==> src/sli_pkg.sv <==
// Shared types and constants for the sorted list insert/delete unit.
// Used by sli_cell, sorted_list_insert_delete_unit and tb; no dependencies.
package sli_pkg;

    localparam int DefaultCapacity = 16;
    localparam int DataWidth       = 32;

    typedef enum logic [1:0] {
        OP_INSERT = 2'd0,
        OP_DELETE = 2'd1,
        OP_LIST   = 2'd2
    } op_t;

    typedef enum logic [2:0] {
        STAT_INSERTED = 3'd0,
        STAT_FULL     = 3'd1,
        STAT_DELETED  = 3'd2,
        STAT_NOTFOUND = 3'd3,
        STAT_LISTED   = 3'd4,
        STAT_EMPTY    = 3'd5
    } status_t;

    // Command broadcast to every cell of the chain
    typedef enum logic [1:0] {
        CMD_NONE   = 2'd0,
        CMD_INSERT = 2'd1,
        CMD_DELETE = 2'd2,
        CMD_ROTATE = 2'd3
    } cell_cmd_t;

    typedef struct packed {
        op_t                          opcode;
        logic signed [DataWidth-1:0]  value;
    } in_item_t;

    typedef struct packed {
        status_t                      status;
        logic signed [DataWidth-1:0]  entry;
        logic                         last;
    } out_item_t;

    typedef struct packed {
        cell_cmd_t                    cmd;
        logic signed [DataWidth-1:0]  value;
        logic                         found;
    } cell_ctrl_t;

endpackage

==> src/sli_cell.sv <==
// One slot of the sorted chain: holds an entry, compares it with the
// broadcast value and shifts with its neighbors. Depends on sli_pkg.
module sli_cell #(
    parameter int IDX   = 0,
    parameter int CNT_W = 5
) (
    input  logic                                   clk,
    input  sli_pkg::cell_ctrl_t                    ctrl,
    input  logic [CNT_W-1:0]                       count,
    input  logic signed [sli_pkg::DataWidth-1:0]   left_entry,
    input  logic                                   left_less,
    input  logic signed [sli_pkg::DataWidth-1:0]   right_entry,
    input  logic signed [sli_pkg::DataWidth-1:0]   head_entry,
    output logic signed [sli_pkg::DataWidth-1:0]   entry,
    output logic                                   less,
    output logic                                   match
);

    localparam logic [CNT_W-1:0] MyIdx  = CNT_W'(IDX);
    localparam logic [CNT_W-1:0] MyNext = CNT_W'(IDX + 1);

    logic signed [sli_pkg::DataWidth-1:0] entry_reg;
    logic signed [sli_pkg::DataWidth-1:0] entry_next;
    logic                                 in_range;
    logic                                 at_pos;

    assign in_range = MyIdx < count;
    assign less     = in_range && (entry_reg < ctrl.value);
    // first slot not smaller than the value
    assign at_pos   = !less && left_less;
    assign match    = at_pos && in_range && (entry_reg == ctrl.value);
    assign entry    = entry_reg;

    always_comb
    begin
        entry_next = entry_reg;
        unique case (ctrl.cmd)
            sli_pkg::CMD_INSERT:
            begin
                if (!less)
                begin
                    entry_next = at_pos ? ctrl.value : left_entry;
                end
            end
            sli_pkg::CMD_DELETE:
            begin
                if (ctrl.found && !less)
                begin
                    entry_next = right_entry;
                end
            end
            sli_pkg::CMD_ROTATE:
            begin
                // tail of the occupied run takes the head back
                entry_next = (MyNext == count) ? head_entry : right_entry;
            end
            default:
            begin
                entry_next = entry_reg;
            end
        endcase
    end

    always_ff @(posedge clk)
    begin
        entry_reg <= entry_next;
    end

endmodule

==> src/sorted_list_insert_delete_unit.sv <==
// Sorted list insert/delete unit: top level with control FSM, occupancy
// count and result register, around a chain of sli_cell. Depends on sli_pkg.
//
// Usage: items enter on in_valid/in_ready (opcode, value) and results
// leave on out_valid/out_ready (status, entry, last); a transfer happens
// when valid and ready are both high. Up to CAPACITY signed values are
// held in ascending order, one per cell of the chain.
// Insert and delete are done by all cells at once in the accept cycle:
// the result is valid the next cycle, and a new item can be taken every
// cycle while the receiver keeps up. Insert on a full list is dropped
// with a full status; delete of an absent value reports not found.
// A list item rotates the chain one cell per cycle while the receiver
// keeps up, sending the head entry each time: n results (one empty result
// if the list holds nothing), with last set on the final one; no item is
// taken while a list is streaming. Opcode 3 is taken and gives nothing.
// When the receiver stalls, the result register holds and the input
// side is held off until it drains; the chain does not advance.
// Reset empties the list (count to zero) and clears the result valid.
module sorted_list_insert_delete_unit #(
    parameter int CAPACITY = sli_pkg::DefaultCapacity
) (
    input  logic                clk,
    input  logic                rst_n,
    input  logic                in_valid,
    output logic                in_ready,
    input  sli_pkg::in_item_t   in_data,
    output logic                out_valid,
    input  logic                out_ready,
    output sli_pkg::out_item_t  out_data
);

    localparam int CNT_W = $clog2(CAPACITY + 1);
    localparam logic [CNT_W-1:0] CapCount = CNT_W'(CAPACITY);
    localparam logic [CNT_W-1:0] OneCount = CNT_W'(1);

    typedef enum logic [1:0] {
        ST_IDLE = 2'b01,
        ST_LIST = 2'b10
    } state_t;

    state_t               state_reg, state_next;
    logic [CNT_W-1:0]     count_reg, count_next;
    logic [CNT_W-1:0]     remain_reg, remain_next;
    logic                 out_valid_reg, out_valid_next;
    sli_pkg::out_item_t   out_reg, out_next;

    sli_pkg::cell_ctrl_t  ctrl;
    logic                 out_free;
    logic                 accept;
    logic                 found;

    logic signed [sli_pkg::DataWidth-1:0] entries [CAPACITY];
    logic                                 less_v  [CAPACITY];
    logic [CAPACITY-1:0]                  match_v;

    assign out_free  = !out_valid_reg || out_ready;
    assign in_ready  = (state_reg == ST_IDLE) && out_free;
    assign accept    = in_valid && in_ready;
    assign found     = |match_v;
    assign out_valid = out_valid_reg;
    assign out_data  = out_reg;

    genvar g;
    generate
        for (g = 0; g < CAPACITY; g++)
        begin : g_cell
            logic signed [sli_pkg::DataWidth-1:0] left_e;
            logic signed [sli_pkg::DataWidth-1:0] right_e;
            logic                                 left_l;

            if (g == 0)
            begin : g_head
                assign left_e = '0;
                assign left_l = 1'b1;
            end
            else
            begin : g_mid
                assign left_e = entries[g-1];
                assign left_l = less_v[g-1];
            end

            if (g == CAPACITY - 1)
            begin : g_tail
                assign right_e = '0;
            end
            else
            begin : g_body
                assign right_e = entries[g+1];
            end

            sli_cell #(
                .IDX   (g),
                .CNT_W (CNT_W)
            ) u_cell (
                .clk         (clk),
                .ctrl        (ctrl),
                .count       (count_reg),
                .left_entry  (left_e),
                .left_less   (left_l),
                .right_entry (right_e),
                .head_entry  (entries[0]),
                .entry       (entries[g]),
                .less        (less_v[g]),
                .match       (match_v[g])
            );
        end
    endgenerate

    always_comb
    begin
        state_next     = state_reg;
        count_next     = count_reg;
        remain_next    = remain_reg;
        out_valid_next = out_valid_reg && !out_ready;
        out_next       = out_reg;
        ctrl.cmd       = sli_pkg::CMD_NONE;
        ctrl.value     = in_data.value;
        ctrl.found     = found;

        unique case (state_reg)
            ST_IDLE:
            begin
                if (accept)
                begin
                    out_next.entry = in_data.value;
                    out_next.last  = 1'b1;
                    unique case (in_data.opcode)
                        sli_pkg::OP_INSERT:
                        begin
                            out_valid_next = 1'b1;
                            if (count_reg < CapCount)
                            begin
                                ctrl.cmd       = sli_pkg::CMD_INSERT;
                                count_next     = count_reg + OneCount;
                                out_next.status = sli_pkg::STAT_INSERTED;
                            end
                            else
                            begin
                                out_next.status = sli_pkg::STAT_FULL;
                            end
                        end
                        sli_pkg::OP_DELETE:
                        begin
                            out_valid_next = 1'b1;
                            ctrl.cmd       = sli_pkg::CMD_DELETE;
                            if (found)
                            begin
                                count_next      = count_reg - OneCount;
                                out_next.status = sli_pkg::STAT_DELETED;
                            end
                            else
                            begin
                                out_next.status = sli_pkg::STAT_NOTFOUND;
                            end
                        end
                        sli_pkg::OP_LIST:
                        begin
                            if (count_reg == '0)
                            begin
                                out_valid_next  = 1'b1;
                                out_next.status = sli_pkg::STAT_EMPTY;
                                out_next.entry  = '0;
                            end
                            else
                            begin
                                remain_next = count_reg;
                                state_next  = ST_LIST;
                            end
                        end
                        default:
                        begin
                            // unused opcode: drop
                            out_next = out_reg;
                        end
                    endcase
                end
            end
            ST_LIST:
            begin
                if (out_free)
                begin
                    ctrl.cmd        = sli_pkg::CMD_ROTATE;
                    out_valid_next  = 1'b1;
                    out_next.status = sli_pkg::STAT_LISTED;
                    out_next.entry  = entries[0];
                    out_next.last   = (remain_reg == OneCount);
                    remain_next     = remain_reg - OneCount;
                    if (remain_reg == OneCount)
                    begin
                        state_next = ST_IDLE;
                    end
                end
            end
            default:
            begin
                state_next = ST_IDLE;
            end
        endcase
    end

    always_ff @(posedge clk or negedge rst_n)
    begin
        if (!rst_n)
        begin
            state_reg     <= ST_IDLE;
            count_reg     <= '0;
            remain_reg    <= '0;
            out_valid_reg <= 1'b0;
        end
        else
        begin
            state_reg     <= state_next;
            count_reg     <= count_next;
            remain_reg    <= remain_next;
            out_valid_reg <= out_valid_next;
        end
    end

    always_ff @(posedge clk)
    begin
        out_reg <= out_next;
    end

endmodule

==> config.mk <==
export PLATFORM = sky130hd
export DESIGN_NAME = sorted_list_insert_delete_unit
export DESIGN_NICKNAME = d
export VERILOG_FILES = /design/src/sli_pkg.sv /design/src/sli_cell.sv /design/src/sorted_list_insert_delete_unit.sv
export SDC_FILE = /design/constraint.sdc
export NUM_CORES = 2
export LEC_CHECK = 0
export ABC_AREA = 1
export ABC_CLOCK_PERIOD_IN_PS = 6130
export BUFFER_PORTS_ARGS = -buffer_cell sky130_fd_sc_hd__buf_4
export CORE_ASPECT_RATIO = 0.8
export CORE_MARGIN = 4
export CORE_UTILIZATION = 40
export CTS_CLUSTER_SIZE = 8
export DETAILED_ROUTE_END_ITERATION = 12
export PLACE_DENSITY = 0.66
export SLEW_MARGIN = 20
export SYNTH_ARGS = -nofsm -noshare
export SYNTH_HDL_FRONTEND = slang
export SYNTH_HIERARCHICAL = 1
export SYNTH_SLANG_ARGS = --single-unit
==> constraint.sdc <==
create_clock -name clk -period 6.13 [get_ports clk]
set_input_delay 0 -clock clk [delete_from_list [all_inputs] [get_ports clk]]
set_output_delay 0 -clock clk [all_outputs]
set_load 0.05 [all_outputs]
# After elaboration in Yosys (flattened, before gate mapping)
# Cells that the tools add are included.
[totals]
word_cells = 386
input_bits = 38
register_bits = 561
[classes]
n_lt_le_gt_ge = 33
addsub = 3
reduce_logical = 131
muxes = 112
eq_ne = 84
[op_table]
columns = ["op", "n"]
rows = [
  ["$mux W32", 63],
  ["$pmux W32 S3", 16],
  ["$eq A32 B32 Y1", 16],
  ["$lt A32 B32 Y1", 16],
  ["$logic_and A1 B1 Y1", 82],
  ["$mux W36", 2],
  ["$pmux W36 S2", 1],
  ["$pmux W32 S2", 1],
  ["$ne A2 B2 Y1 const B", 24],
  ["$reduce_and A3 Y1", 15],
  ["$eq A4 B5 Y1 const A", 8],
  ["$lt A4 B5 Y1 const A", 8],
  ["$mux W35", 1],
  ["$ne A2 B1 Y1 const B", 17],
  ["$mux W5", 6],
  ["$eq A3 B5 Y1 const A", 4],
  ["$lt A3 B5 Y1 const A", 4],
  ["$pmux W5 S2", 2],
  ["$reduce_and A5 Y1", 4],
  ["$logic_not A1 Y1", 18],
  ["$reduce_or A16 Y1", 1],
  ["$mux W2", 7],
  ["$pmux W2 S2", 3],
  ["$reduce_and A4 Y1", 3],
  ["24 further kinds", 41],
]

# Logic depth before layout (Yosys ltp)
[logic_depth]
depth_word = 11
ltp_mapped = 27
depth_no_buf = 25

# Modules after synthesis
# Netlist, hierarchy kept.
[by_module_without_submodules]
columns = ["mod", "area_per_inst_um2", "seq_area_each_um2", "cells_each", "instances"]
rows = [
  ["sli_cell (g_cell[1].u_cell)", 3465.8, 960.9, 424, 1],
  ["sli_cell (g_cell[6].u_cell)", 3096.7, 960.9, 426, 1],
  ["sli_cell (g_cell[14].u_cell)", 3031.7, 960.9, 424, 1],
  ["sli_cell (g_cell[12].u_cell)", 3026.7, 960.9, 420, 1],
  ["sli_cell (g_cell[2].u_cell)", 3021.6, 960.9, 416, 1],
  ["sli_cell (g_cell[8].u_cell)", 3021.6, 960.9, 420, 1],
  ["sli_cell (g_cell[9].u_cell)", 3019.1, 960.9, 421, 1],
  ["sli_cell (g_cell[0].u_cell)", 3015.4, 960.9, 419, 1],
  ["sli_cell (g_cell[4].u_cell)", 3015.4, 960.9, 418, 1],
  ["sli_cell (g_cell[7].u_cell)", 3012.9, 960.9, 417, 1],
  ["sli_cell (g_cell[10].u_cell)", 3009.1, 960.9, 418, 1],
  ["sli_cell (g_cell[15].u_cell)", 3009.1, 960.9, 413, 1],
  ["sli_cell (g_cell[13].u_cell)", 3006.6, 960.9, 419, 1],
  ["sli_cell (g_cell[3].u_cell)", 3001.6, 960.9, 415, 1],
  ["+3 rows", "-", "-", "-", "-"],
]

# Worst setup path after synthesis
# OpenSTA, ideal clock, no wires.
[synth_timing]
path_kind = "reg2reg"
from = "register state_reg[0]"
to = "register g_cell[14].u_cell.entry_reg (netlist bit g_cell[14].u_cell/entry[0]) (enable)"
t_required_ns = 5.664
path_stages_with_launch = 8
slack_ns = -0.302
setup_time_ns = 0.466
synth_period_minus_slack_ns = 6.432
n_path_buf = 0
arrival_ns = 5.967
path_cell_list = "dfstp_2 -> ha_1 -> nand3_2 -> inv_1 -> nand2_1 -> a21oi_1 -> a21oi_1 -> o21ai_0"
[synth_rtl]
columns = ["element", "line", "rtl"]
rows = [
  ["from (decl)", "sorted_list_insert_delete_unit.sv:41", "state_t state_reg, state_next;"],
  ["from (signal assigned)", "sorted_list_insert_delete_unit.sv:212", "state_reg <= state_next;"],
  ["to (signal assigned)", "sli_cell.sv:66", "entry_reg <= entry_next;"],
  ["to (decl)", "sli_cell.sv:22", "logic signed [sli_pkg::DataWidth-1:0] entry_reg;"],
]

==> results by group <==
Floorplan
  – Die H: 329 um
  – DIE WIDTH: 409 um
  – Rows: 117
  – DIE AREA: 135,000 um2
  – # IOs: 76
  – Core footprint: 128,000 um2
  – Initial Utilization: 40.4%

STA
  – Final Cycle Share: 81.4%
  – Crit path time final: 4990 ps
  – Max Clock Skew: 26.6 ps
  – Setup Viol. Count Final: 0
  – Pins Over Slew Limit: 0
  – Setup TNS Final: 0 ps
  – Hold WS: 51.0 ps
  – RSZ-0062 raised after global routing: no
  – Peak Freq: 200 MHz
  – Fin. Hold Viols: 0
  – Max-Slew Margin vs Limit: 20.8%
  – Worst-margin pin slew: 1180 ps

Clock network
  – Clock slew at reported path FFs: 60 ps
  – Clock buffers created by TritonCTS: 81
  – Clock root buffer master: clkbuf_16
  – Bufs on Longest Clock Path: 3
  – CTS tree: built
  – Post-CTS setup buffer count: 0
  – H-tree levels: 3
  – Clock Latency Late Sink: 690 ps
  – CTS Sinks: 561

GRT
  – Antenna violations before repair: 6
  – Total grt overflow: 0
  – Vias in the first global route: 47,800
  – First-pass GRT wire length: 299 mm
  – Largest net degree at the start of global routing: 68
  – Total GRT Usage: 29.2%

Synthesis
  – Cell variety after synth: 52
  – Top-count cell post-synth: nand2_1
  – Synth Area in Simple Gates: 28.7%
  – Synth Register Bits: 561
  – Syn Area/Cell: 7.33 um2
  – Share of the synthesized area in the top cell type: 31.9%
  – Adder-Cell Fraction of Synth Area: 12.8%
  – Post-Syn Instances: 7,031
  – Largest family of logic cells by synthesized area: simple AND/OR/NAND/NOR gates
  – Compound-gate portion of the synthesized area: 11.6%
  – Ys async rst share: 2.32%
  – Synth Area in XOR/XNOR: 0.0510%
  – Seq/Total Area, Yosys: 32.6%
  – Top post-synthesis cells by area: edfxtp_1 (32%), nand2_1 (13%), ha_1 (13%)
  – Most area-hungry cell type in the Yosys netlist: edfxtp_1
  – Synth warnings: 6
  – Post-synthesis mux area share: 0%
  – Top cells by count, synth: nand2_1 (1,762), inv_1 (1,472), nand3_1 (1,105)
  – Number of enable flip-flop cells after synthesis: 548
  – Top FF cell, synth: edfxtp_1
  – Post-Syn Area: 51,500 um2

Final layout
  – Max FFs per register: 512
  – Post-route cell area: 56,300 um2
  – NumNets Final: 7,639
  – Fillers: 13,000
  – Reg area: 16,800 um2
  – P&R area growth vs syn: 9.26%
  – Multi-input gate area: 27,800 um2
  – Fraction of layout cells with a size suffix above 1: 6.80%

Critical path
  – Crit. End Element: flip-flop
  – Most used cell, CP: nand2_1
  – CP Max Fanout: 34
  – Worst path max stage delay: 450 ps
  – Buf/Inv on CP: 3
  – Critical path's slowest cell: edfxtp_1
  – Crit path max-delay family: simple AND/OR/NAND/NOR gates
  – Critical Path RT: 6460 ps
  – Critical Path AT: 5320 ps
  – WS Path Type: flip-flop to flip-flop
  – Worst-path cell chain: ha_1 -> nand2_1 -> nor2_2 -> nand2_1 -> nor4_2 -> nand2_1 -> nand3_1 -> nand3_4 -> inv_1 -> nand2_4 -> nor2_1 -> nor2_1 -> nand2_1 -> nor2_1 -> nand2_1 -> buf_4 -> a21oi_1 -> o21ai_2 -> buf_4
  – Startpoint Class: flip-flop

Routing
  – Wl on met1: 81.2 mm
  – # DRC: 0
  – Pre-antenna DRT Iters: 7
  – Max Used Layer: met5
  – WL met2: 84.2 mm
  – Routed Antenna Nets: 0
  – Vias post-DR: 50,800
  – Met3 wire length: 28.5 mm
  – Post-DR wirelength/cell: 23.1 um
  – Routed vias/inst: 5.75
  – Routed WL: 204 mm
  – First DRT Iteration DRCs: 7,130

Run
  – Max cap viols: 0

Placement
  – Post-DP HPWL: 140 mm
  – Area after DPL: 53,800 um2
  – Port buffer count: 75
  – RD Place Congestion: 0.981

Power and ir drop
  – Seq pwr share: 28.5%
  – Power share of the combinational group: 56.3%
  – Clock network fraction of design power: 15.2%
  – Internal power: 0.0139 W
  – Pwr/cell area: 504 nW/um2
  – Switching pwr: 0.0145 W
  – VDD IR max: 308 uV
  – Final Total Pwr: 0.0284 W
  – Sw frac: 51.1%
  – Leak pwr: 29.0 nW

Run status
  – Status: finished clean

Hold path
  – Hold crit path type: primary input to flip-flop
area by class of cell:
class	count	area share [%]
well taps	1725	3.83
inverters	1488	9.92
multi-input cells	4730	49.4
flip-flops and latches	561	29.8
repair buffers	214	3.05
diodes	2	0.00889
clock inverters	4	0.0467
clock buffers	108	3.95
power by group through the flow:
| stage | sequential [W] | combinational, W | clock [W] |
|---|---|---|---|
| floorplan | 0.00816 | 0.0106 | 0 |
| global placement | 0.00810 | 0.0151 | 0 |
| detailed placement | 0.00810 | 0.0154 | 0 |
| CTS | 0.00805 | 0.0155 | 0.00437 |
| global route | 0.00818 | 0.0174 | 0.00452 |
| finish | 0.00808 | 0.0160 | 0.00432 |
path summary, 6_finish.rpt:
| path | start | end | slack [ps] | cells past startpoint |
|---|---|---|---|---|
| worst max-delay path | g_cell[4].u_cell/entry[31] | g_cell[4].u_cell/entry[27] | 1140 | 19 |
| worst min-delay path | in_data[20] | g_cell[12].u_cell/entry[20] | 50 | 5 |
| max in group asynchronous | rst_n | count_reg[4] | 5130 | 3 |
| worst min register to register | state_reg[0] | state_reg[0] | 490 | 2 |
| worst max register to register | g_cell[4].u_cell/entry[31] | g_cell[4].u_cell/entry[27] | 1140 | 19 |
| min in group asynchronous | rst_n | remain_reg[3] | 470 | 3 |
cells by family after synthesis:
logic type,Yosys count
XOR/XNOR,3
flip-flops,561
AO/OA/AOI/OAI,869
buffers and inverters,1803
AND/OR/NAND/NOR,3268
adder cells (fa/ha/maj),525
other,2
cell usage in the layout (no fill, tap or decap), types with 18 or more instances in the layout:
master,netlist,layout
o21ai_0,55,39
ha_1,524,523
a21o_1,18,18
a22o_1,169,169
nand4_1,42,42
nand2_4,48,48
nand3_2,35,35
nor2_2,23,28
a21oi_1,240,234
o21a_1,28,28
inv_1,1472,1460
clkbuf_16,0,85
dlygate4sd3_1,0,25
nand2_1,1762,1762
nor2_1,184,174
edfxtp_1,548,548
clkbuf_1,138,22
nand2_2,19,19
a22oi_1,339,339
conb_1,2,65
nand3_1,1105,1105
buf_4,36,185
per-stage QoR:
stage	instances	worst slack, ps	util, %
after floorplan	7094	538	-
after global placement	8693	1390	42.1
after detailed placement	8693	1260	42.2
after CTS	8830	1310	44.1
after global routing	8830	848	44.1
final	8832	1140	44.1
timing repair:
item | in CTS | in global routing
resized for setup | 0 | 0
hold buffers | 25 | 0
hold endpoints to repair | 53 | 0
routing by layer:
| layer | global-route usage (%) | vias to the layer above |
|---|---|---|
| met1 | 39.7 | 23900 |
| met2 | 42.7 | 3081 |
| met4 | 12.6 | 4 |
| li1 | - | 23200 |
| met5 | 0 | - |
| met3 | 8.96 | 596 |
tightest hold or removal path: stages:
cell and delay (ps):
buf_4 220, inv_1 120, nand3_1 70, nand3_1 90, nand2_1 50
(Power assumes the default switching activity.)
